## src/hdl/mcm_pkg.sv

```systemverilog
`default_nettype none
package mcm_pkg;

  localparam int DIM_W        = 10;
  localparam int COST_W       = 48;
  localparam int PROD_W       = 3 * DIM_W;
  localparam int MAX_DIMS_DEF = 64;

  localparam logic [COST_W-1:0] COST_MAX = {COST_W{1'b1}};

  typedef enum logic [3:0] {
    S_LOAD,
    S_IV_A,
    S_IV_B,
    S_K_RD,
    S_K_MUL1,
    S_K_MUL2,
    S_K_ACC,
    S_WR,
    S_OUT
  } state_t;

  // datapath controls, one step of the sequencer
  typedef struct packed {
    logic dim_we;
    logic cost_we;
    logic lat_dims;
    logic init_best;
    logic clr_best;
    logic mul_first;
    logic mul_second;
    logic acc;
    logic k_is_i;
    logic k1_is_j;
  } dp_ctl_t;

endpackage
`default_nettype wire

```

## src/hdl/mcm_ctrl.sv

```systemverilog
`default_nettype none
module mcm_ctrl #(
  parameter int MAX_DIMS = mcm_pkg::MAX_DIMS_DEF,
  parameter int IW       = $clog2(MAX_DIMS),
  parameter int CNT_W    = $clog2(MAX_DIMS + 1)
) (
  input  wire                 clk,
  input  wire                 rst_n,
  input  wire                 in_tvalid,
  input  wire                 in_tlast,
  output logic                in_tready,
  output logic                out_tvalid,
  input  wire                 out_tready,
  output mcm_pkg::dp_ctl_t    ctl,
  output logic [IW-1:0]       dim_waddr,
  output logic [IW-1:0]       dim_raddr_a,
  output logic [IW-1:0]       dim_raddr_b,
  output logic [2*IW-1:0]     cost_waddr,
  output logic [2*IW-1:0]     cost_raddr_a,
  output logic [2*IW-1:0]     cost_raddr_b,
  output logic                ovf
);

  mcm_pkg::state_t state_r, state_nxt;

  logic [CNT_W-1:0] count_r, count_nxt;
  logic             ovf_r, ovf_nxt;
  logic [IW-1:0]    i_r, i_nxt;
  logic [IW-1:0]    j_r, j_nxt;
  logic [IW-1:0]    k_r, k_nxt;
  logic [IW-1:0]    g_r, g_nxt;

  logic             in_acc;
  logic             has_room;
  logic [CNT_W-1:0] count_new;
  logic             short_chain;
  logic [IW-1:0]    last_idx;
  logic             k_is_i, k1_is_j;
  logic             row_end, final_iv;

  always_comb begin
    in_acc      = (state_r == mcm_pkg::S_LOAD) && in_tvalid;
    has_room    = count_r < CNT_W'(MAX_DIMS);
    count_new   = has_room ? count_r + CNT_W'(1) : count_r;
    short_chain = count_new < CNT_W'(3);
    last_idx    = IW'(count_r - CNT_W'(1));
    k_is_i      = (k_r == i_r);
    k1_is_j     = ((k_r + IW'(1)) == j_r);
    row_end     = (j_r == last_idx);
    final_iv    = row_end && (i_r == IW'(1));
  end

  // next state
  always_comb begin
    state_nxt = state_r;
    case (state_r)
      mcm_pkg::S_LOAD: begin
        if (in_acc && in_tlast) begin
          state_nxt = short_chain ? mcm_pkg::S_OUT : mcm_pkg::S_IV_A;
        end
      end
      mcm_pkg::S_IV_A:   state_nxt = mcm_pkg::S_IV_B;
      mcm_pkg::S_IV_B:   state_nxt = mcm_pkg::S_K_RD;
      mcm_pkg::S_K_RD:   state_nxt = mcm_pkg::S_K_MUL1;
      mcm_pkg::S_K_MUL1: state_nxt = mcm_pkg::S_K_MUL2;
      mcm_pkg::S_K_MUL2: state_nxt = mcm_pkg::S_K_ACC;
      mcm_pkg::S_K_ACC:  state_nxt = k1_is_j ? mcm_pkg::S_WR : mcm_pkg::S_K_RD;
      mcm_pkg::S_WR:     state_nxt = final_iv ? mcm_pkg::S_OUT : mcm_pkg::S_IV_A;
      mcm_pkg::S_OUT: begin
        if (out_tready) begin
          state_nxt = mcm_pkg::S_LOAD;
        end
      end
      default:           state_nxt = mcm_pkg::S_LOAD;
    endcase
  end

  // outputs
  always_comb begin
    ctl        = '0;
    in_tready  = 1'b0;
    out_tvalid = 1'b0;
    ctl.k_is_i  = k_is_i;
    ctl.k1_is_j = k1_is_j;
    case (state_r)
      mcm_pkg::S_LOAD: begin
        in_tready    = 1'b1;
        ctl.dim_we   = in_acc && has_room;
        ctl.clr_best = in_acc && in_tlast && short_chain;
      end
      mcm_pkg::S_IV_A:   ctl.init_best  = 1'b1;
      mcm_pkg::S_IV_B:   ctl.lat_dims   = 1'b1;
      mcm_pkg::S_K_RD:   ctl.acc        = 1'b0;
      mcm_pkg::S_K_MUL1: ctl.mul_first  = 1'b1;
      mcm_pkg::S_K_MUL2: ctl.mul_second = 1'b1;
      mcm_pkg::S_K_ACC:  ctl.acc        = 1'b1;
      mcm_pkg::S_WR:     ctl.cost_we    = 1'b1;
      mcm_pkg::S_OUT:    out_tvalid     = 1'b1;
      default:           ctl.acc        = 1'b0;
    endcase
  end

  always_comb begin
    dim_waddr    = IW'(count_r);
    dim_raddr_a  = (state_r == mcm_pkg::S_IV_A) ? i_r - IW'(1) : k_r;
    dim_raddr_b  = j_r;
    cost_waddr   = {i_r, j_r};
    cost_raddr_a = {i_r, k_r};
    cost_raddr_b = {k_r + IW'(1), j_r};
  end

  // dimension count, overflow flag, interval and split-point indices
  always_comb begin
    count_nxt = count_r;
    ovf_nxt   = ovf_r;
    i_nxt     = i_r;
    j_nxt     = j_r;
    k_nxt     = k_r;
    g_nxt     = g_r;
    case (state_r)
      mcm_pkg::S_LOAD: begin
        if (in_acc) begin
          count_nxt = count_new;
          if (!has_room) begin
            ovf_nxt = 1'b1;
          end
          i_nxt = IW'(1);
          g_nxt = IW'(1);
          j_nxt = IW'(2);
        end
      end
      mcm_pkg::S_IV_A: k_nxt = i_r;
      mcm_pkg::S_K_ACC: begin
        if (!k1_is_j) begin
          k_nxt = k_r + IW'(1);
        end
      end
      mcm_pkg::S_WR: begin
        if (row_end) begin
          g_nxt = g_r + IW'(1);
          i_nxt = IW'(1);
          j_nxt = g_r + IW'(2);
        end else begin
          i_nxt = i_r + IW'(1);
          j_nxt = j_r + IW'(1);
        end
      end
      mcm_pkg::S_OUT: begin
        if (out_tready) begin
          count_nxt = '0;
          ovf_nxt   = 1'b0;
        end
      end
      default: k_nxt = k_r;
    endcase
  end

  always_ff @(posedge clk) begin
    if (!rst_n) begin
      state_r <= mcm_pkg::S_LOAD;
      count_r <= '0;
      ovf_r   <= 1'b0;
    end else begin
      state_r <= state_nxt;
      count_r <= count_nxt;
      ovf_r   <= ovf_nxt;
    end
  end

  always_ff @(posedge clk) begin
    i_r <= i_nxt;
    j_r <= j_nxt;
    k_r <= k_nxt;
    g_r <= g_nxt;
  end

  assign ovf = ovf_r;

endmodule
`default_nettype wire
```

## config.mk

```make
export PLATFORM = sky130hd
export DESIGN_NAME = mcm_ctrl
export DESIGN_NICKNAME = d
export VERILOG_FILES = /design/src/hdl/mcm_pkg.sv /design/src/hdl/mcm_ctrl.sv
export SDC_FILE = /design/constraint.sdc
export NUM_CORES = 1
export LEC_CHECK = 0
export ABC_AREA = 1
export BUFFER_PORTS_ARGS = -buffer_cell sky130_fd_sc_hd__clkbuf_2
export CORE_MARGIN = 2
export CORE_UTILIZATION = 35
export DETAILED_ROUTE_END_ITERATION = 8
export SLEW_MARGIN = 20
export SYNTH_ARGS = -nofsm -noshare
export SYNTH_HDL_FRONTEND = slang
export SYNTH_SLANG_ARGS = --single-unit
```

## constraint.sdc

```tcl
create_clock -name clk -period 5.12 [get_ports clk]
set_input_delay 0.256 -clock clk [delete_from_list [all_inputs] [get_ports clk]]
set_output_delay 0.256 -clock clk [all_outputs]
set_load 0.05 [all_outputs]
```

==> results of run 1 <==
power breakdown:
part | internal (W) | switching (W) | leakage [nW]
clock | 0.000144 | 0.000107 | 0.0541
combinational | 0.000173 | 0.000540 | 1.17
sequential | 0.000363 | 0.0000735 | 0.321
total | 0.000680 | 0.000721 | 1.55
area by class of cell:
| cell class | instances | area [sq um] |
|---|---|---|
| multi-input combinational | 273 | 1510 |
| timing repair buffer | 71 | 355 |
| tap | 105 | 131 |
| sequential | 36 | 961 |
| clock inverter | 3 | 42.5 |
| clock buffer | 5 | 68.8 |
| inverter | 56 | 213 |
| fill | 887 | 4890 |
worst register-to-register path, cell delays in order, from the launching register on:
cell      delay (ns)
edfxtp_1        0.51
ha_1            0.28
nand3_1         0.08
xor2_1          0.30
xor2_1          0.24
nor3_2          0.08
o21ai_1         0.40
metal layers:
layer / GRT usage [%] / vias to the layer above
li1: - / 1346
met1: 19.9 / 1189
met2: 27.2 / 80
met4: 7.38 / 0
met5: 0 / -
met3: 2.45 / 21
metrics by stage:
stage | setup slack [ns] | utilization (%) | power (W) | area (sq um)
6_report | 2.64 | 40.2 | 0.00140 | 3280
5_1_grt | 2.51 | 40.2 | 0.00149 | 3280
4_1_cts | 2.62 | 40.2 | 0.00141 | 3280
3_5_place_dp | 2.85 | 38.8 | 0.00116 | 3170
3_3_place_gp | 2.89 | 38.8 | 0.00116 | 3170
2_1_floorplan | 2.41 | - | 0.00104 | 2930
cells by family after synthesis:
family / share of synthesized area, %
compound gates: 9.44
xor+xnor: 6.28
fa+ha+maj: 3.84
buf+inv: 15.6
flops: 32.8
simple gates: 32.0
how the worst max path moves through the flow:
stage	endpoint	cells after the start	slack, ns
6_report	ctl[0]	6	2.64
5_1_grt	ctl[0]	6	2.51
4_1_cts	ctl[0]	6	2.62
3_5_place_dp	k_r[4]	6	2.85
3_3_place_gp	k_r[5]	6	2.89
2_1_floorplan	dim_raddr_a[4]	5	2.41
layout by cell type, fill, tap and decap left out, types with 2 or more instances in the layout:
master,Yosys,routed
nand2_1,93,93
nand4_1,4,4
inv_2,8,8
nor2_4,3,3
nand2_2,5,5
nand3_1,33,33
nor2_2,5,5
nor3_1,7,7
o22ai_2,3,3
nor2_1,34,34
or2_2,3,3
clkbuf_2,2,71
xor2_1,14,14
o21ai_0,18,18
edfxtp_1,24,24
ha_1,9,9
o21ai_1,5,5
inv_1,47,47
clkbuf_8,0,5
dfxtp_1,12,12
xnor2_1,7,7
a21oi_1,14,14
nand3b_1,2,2
flip-flops by register name, indices dropped and copies added, names as in the netlist:
register,cells
i_r,6
count_r,7
dim_raddr_b,6
g_r,6
ovf,1
state_r,4
k_r,6
==> reports/results.tsv, run 1 <==
stage	metric	value	unit
setup_path	CP top delay family	simple AND/OR/NAND/NOR gates	
synthesis	Synth Register Bits	36	
clock_network	CTS buffer count	5	
route	Met3 Routed Length	374	um
global_routing	first-pass GRT wire length	11.2	mm
setup_path	flop2flop setup slack	2.87	ns
floorplan	Die ar.	9120	sq um
synthesis	sequential share of the synthesized area	32.8	%
sta	Worst Skew	0.00764	ns
clock_network	Hold Buf Count CTS	0	
route	drt pass-1 iters	4	
sta	unrepaired setup endpoints after global routing	false	
sta	crit path time final	2.48	ns
synthesis	syn avg cell area	7.36	sq um
synthesis	EDFF count, synth	24	
setup_path	reg2reg end	k_r[4]	
clock_network	CTS root buffer	clkbuf_8	
floorplan	Die H	95.5	um
synthesis	commonest cells in the netlist	nand2_1, inv_1, nor2_1	
sta	Final Hold Viols	0	
placed_design	Placed Cells	541	
global_routing	pin count of the biggest net entering global routing	14	
setup_path	CP Class	reg2out	
setup_path	Reg2Reg Depth	6	
synthesis	Post-Syn Nets	412	
setup_path	Worst setup startpoint	k_r[0]	
setup_path	worst r2r src	k_r[0]	
setup_path	Worst path max stage delay	0.51	ns
clock_network	H-tree lvl count	2	
floorplan	Die Wd	95.5	um
synthesis	Ys Warns	0	
synthesis	Synth Flop Type	edfxtp_1	
route	Final ANT Viol Nets	0	
synthesis	async set-reset flop share out of synthesis	0	%
power	leak pwr	1.55	nW
worst_hold_path	Hold Crit Start	rst_n	
clock_network	clock net sink count	36	
placed_design	input/output buffers	71	
global_routing	gr usage total	16.0	%
clock_network	maximum root-to-sink buffer count	2	
route	First DRT Iteration DRCs	87	
flow_run	Max Cap Violations	0	
floorplan	# IOs	72	
power	Power Density	427	nW/um^2
sta	final cycle utilization of the critical path	48.4	%
sta	setup TNS	0	ns
global_routing	GRT overflow	0	
clock_network	Skew-Pair Late Insertion Delay	0.30	ns
setup_path	crit-path cells	ha_1, or2_2, a21oi_1, nand4_1, nor3_2, clkbuf_2	
finish	ant diodes	0	
setup_path	Slowest-stage cell, CP	edfxtp_1	
route	met2 routed WL	3.50	mm
worst_hold_path	Hold EP	state_r[3]	
placed_design	HPWL after DPL	5.73	mm
setup_path	crit path capture type	output pin	
finish	# nets final	457	
clock_network	post-CTS setup buffers	0	
power	Max VDD drop	0.000139	V
sta	Slew headroom	52.8	%
synthesis	Netlist Area Pre-Place	2930	sq um
setup_path	WP buf/inv	1	
clock_network	CTS resizes	0	
clock_network	clock-pin slew on the worst setup and hold paths	0.08	ns
floorplan	Initial Utilization	35.8	%
sta	Final setup viols	0	
run_status	status	finished clean	
synthesis	top post-synthesis cells by area	edfxtp_1, nand2_1, dfxtp_1	
route	Avg WL per Cell	13.3	um
global_routing	vias in the first global route	2329	
sta	fmax	0.404	GHz
synthesis	most numerous cell in the Yosys netlist	nand2_1	
setup_path	Worst EP required	4.86	ns
clock_network	TritonCTS clock tree	built	
route	via count	2636	
sta	Slew Limit Fails	0	
setup_path	Worst Path Arrival	2.22	ns
route	DR top layer	met4	
finish	Synth-to-Final Area Change	12.1	%
worst_hold_path	worst hold path class	in2reg	
synthesis	post-synth top area cell	edfxtp_1	
route	Post-Route WL	7.31	mm
synthesis	Syn Inst Count	398	
synthesis	share of the synthesized area in the top cell type	24.6	%
sta	final hold slack	0.209	ns
finish	layout cell share with drive strength beyond 1	26.4	%
global_routing	initial antenna violation count	0	
floorplan	core footprint	8180	sq um
finish	fin cells	549	
route	met1 wire length	3.21	mm
setup_path	CP Launch Type	flip-flop	
floorplan	num rows	33	
route	number of remaining DRC errors	0	
placed_design	RePlAce Congestion	0.850	
worst_hold_path	hold depth	3	
setup_path	CP max FO	7	
sta	slew of the pin with the lowest slew margin	0.705	ns
route	Vias/cell	4.80	
synthesis	synth unique cells	41	
No activity file was read; power rests on OpenSTA's default activity.
==> inputs of run 2 (changes only) <==
--- a/config.mk
+++ b/config.mk
@@ -5,7 +5,7 @@
 export SDC_FILE = /design/constraint.sdc
 export NUM_CORES = 1
 export LEC_CHECK = 0
-export ABC_AREA = 1
+export ABC_AREA = 0
 export BUFFER_PORTS_ARGS = -buffer_cell sky130_fd_sc_hd__clkbuf_2
 export CORE_MARGIN = 2
 export CORE_UTILIZATION = 35
==> constraint.sdc (replaced) <==
create_clock -name clk -period 2.2 [get_ports clk]
set_input_delay 0.11 -clock clk [delete_from_list [all_inputs] [get_ports clk]]
set_output_delay 0.11 -clock clk [all_outputs]
set_load 0.05 [all_outputs]
==> run 2 against run 1 <==
  * Utilization increased by 4.1 points
  * Worst setup slack got worse by 2.5 ns
  * Largest cell class unchanged
  * Via count fell by 12%
  * Sequential power increased by 91%
  * Worst hold slack worse by 0.066 ns
  * Synthesized cell count decreased by 24%
  * Power is 51% higher
  * Die area fell by 3.3%
==> reports/results.tsv, run 2 <==
stage	metric	value	unit
finish	max reg flops	7	
synthesis	EDFF count, synth	24	
sta	fmax	0.476	GHz
floorplan	num rows	32	
clock_network	CTS buffer count	5	
finish	layout cell share with drive strength beyond 1	39.7	%
global_routing	pin count of the biggest net entering global routing	15	
global_routing	vias in the first global route	2154	
sta	Slew headroom	64.3	%
sta	Final setup viols	0	
finish	Reg with most FFs	count_r	
route	drt pass-1 iters	4	
placed_design	input/output buffers	71	
synthesis	Synth Flop Type	edfxtp_1	
sta	Slew Limit Fails	0	
finish	most frequent cells in the layout	clkbuf_2, buf_4, edfxtp_1	
global_routing	first-pass GRT wire length	10.9	mm
synthesis	Netlist Area Pre-Place	2830	sq um
synthesis	commonest cells in the netlist	buf_4, edfxtp_1, nor2_1	
synthesis	synth unique cells	57	
finish	# nets final	376	
clock_network	TritonCTS clock tree	built	
global_routing	met1 Use GR	21.3	%
route	Post-Route WL	6.88	mm
run_status	status	finished clean	
sta	Final Hold Viols	0	
clock_network	Hold Buf Count CTS	0	
setup_path	Worst EP required	2.09	ns
synthesis	post-synth top area cell	edfxtp_1	
finish	Synth-to-Final Area Change	21.6	%
placed_design	HPWL after DPL	5.35	mm
setup_path	crit path capture type	output pin	
synthesis	syn avg cell area	9.40	sq um
power	total power	0.00211	W
floorplan	core footprint	7770	sq um
synthesis	top post-synthesis cells by area	edfxtp_1, dfxtp_1, buf_4	
floorplan	Initial Utilization	36.4	%
global_routing	initial antenna violation count	0	
synthesis	Ys Warns	0	
floorplan	Die ar.	8820	sq um
global_routing	met3 Usage GRT	2.81	%
route	via count	2314	
synthesis	async set-reset flop share out of synthesis	0	%
sta	setup TNS	0	ns
flow_run	Max Cap Violations	0	
clock_network	H-tree lvl count	2	
route	Vias/cell	4.98	
global_routing	layer with the highest usage	met2	
power	Power Density	614	nW/um^2
global_routing	gr usage total	16.1	%
floorplan	Die H	93.9	um
sta	crit path time final	2.10	ns
floorplan	# IOs	72	
synthesis	Synth Register Bits	36	
power	leak pwr	1.48	nW
synthesis	Syn Inst Count	301	
setup_path	flop2flop setup slack	0.17	ns
synthesis	sequential share of the synthesized area	34.0	%
global_routing	met2 GRT Util	26.7	%
setup_path	CP Launch Type	flip-flop	
sta	Worst Skew	0.00865	ns
clock_network	clock-pin slew on the worst setup and hold paths	0.07	ns
sta	slew of the pin with the lowest slew margin	0.532	ns
route	First DRT Iteration DRCs	65	
synthesis	most numerous cell in the Yosys netlist	buf_4	
worst_hold_path	worst hold path class	in2reg	
route	number of remaining DRC errors	0	
global_routing	GRT overflow	0	
clock_network	CTS root buffer	clkbuf_8	
clock_network	maximum root-to-sink buffer count	2	
synthesis	Post-Syn Nets	315	
power	Max VDD drop	0.000207	V
floorplan	Die Wd	93.9	um
placed_design	RePlAce Congestion	0.780	
clock_network	clock net sink count	36	
synthesis	share of the synthesized area in the top cell type	25.5	%
route	Final ANT Viol Nets	0	
setup_path	CP Class	reg2out	
setup_path	CP max FO	9	
finish	most common cell after layout, fill and taps aside	clkbuf_2	
setup_path	Worst Path Arrival	1.99	ns
finish	# fillers	795	
sta	final cycle utilization of the critical path	95.5	%
route	Avg WL per Cell	14.8	um
clock_network	Skew-Pair Late Insertion Delay	0.29	ns
finish	ant diodes	0	
## run 2: changes by cell type in the layout (fill, tap and decap cells not counted), sizes merged, moves of 16 or more
cell   previous run  this run
nor2             43        26
buf               0        31
nand3            34        18
o21ai            24         8
inv              56         7
nand2           100        23
## run 2: power breakdown
group,switching [W],internal [W]
combinational,0.000554,0.000266
clock,0.000240,0.000215
sequential,0.0000655,0.000770
total,0.000859,0.00125
## run 2: area by class of cell
| cell class | count | area, sq um | area share [%] |
|---|---|---|---|
| repair buffers | 99 | 581 | 16.9 |
| clock buffers | 5 | 68.8 | 2.00 |
| flip-flops and latches | 36 | 963 | 28.0 |
| clock inverters | 3 | 13.8 | 0.400 |
| multi-input cells | 212 | 1650 | 48.0 |
| inverters | 8 | 33.8 | 0.982 |
| well taps | 102 | 128 | 3.71 |
## run 2: final timing paths
path,start,end,cells after the start
setup / recovery,count_r[3],ctl[5],5
setup reg to reg,count_r[0],dim_raddr_b[0],8
hold / removal,in_tlast,state_r[0],3
hold reg to reg,ovf,ovf,2
## run 2: per-layer routing
metal,share of wire [%],routed length [um]
met5,0,0
met1,48,3300
met3,5.0,344
met4,1.3,90
met2,46,3140
## run 2: critical path: stages, from the launching register on
cell and delay (ns):
dfxtp_1 0.42, or4_1 0.56, a21oi_1 0.14, nand3_1 0.17
nor2_4 0.13, buf_2 0.27
## run 2: kinds of logic (layout without fill, tap and decap cells)
| kind of cell | Yosys count | count (layout) | share of synthesized area (%) |
|---|---|---|---|
| flip-flops | 36 | 36 | 34.0 |
| multiplexers | 8 | 8 | 3.01 |
| buffers and inverters | 53 | 115 | 11.2 |
| XOR/XNOR | 44 | 44 | 15.2 |
| adder cells (fa/ha/maj) | 9 | 9 | 3.98 |
| AO/OA/AOI/OAI | 41 | 41 | 11.8 |
| AND/OR/NAND/NOR | 110 | 110 | 20.9 |
## run 2: what timing repair did
item                                    CTS  global route
buffers inserted                          0             3
endpoints found under the setup margin    0             4
endpoints found under the hold margin     0             0
resized for setup                         0             6
## run 2: per-stage QoR
step	area, sq um	hold slack, ns	setup slack [ns]	utilization (%)	cells
final	3440	0.143	0.0983	44.3	465
after global routing	3440	0.168	-0.000797	44.3	465
after CTS	3410	0.139	0.000914	43.8	462
after detailed placement	3320	0.448	0.180	42.8	454
after global placement	3320	0.435	0.193	42.8	454
after floorplan	2930	0.263	-0.157	-	301
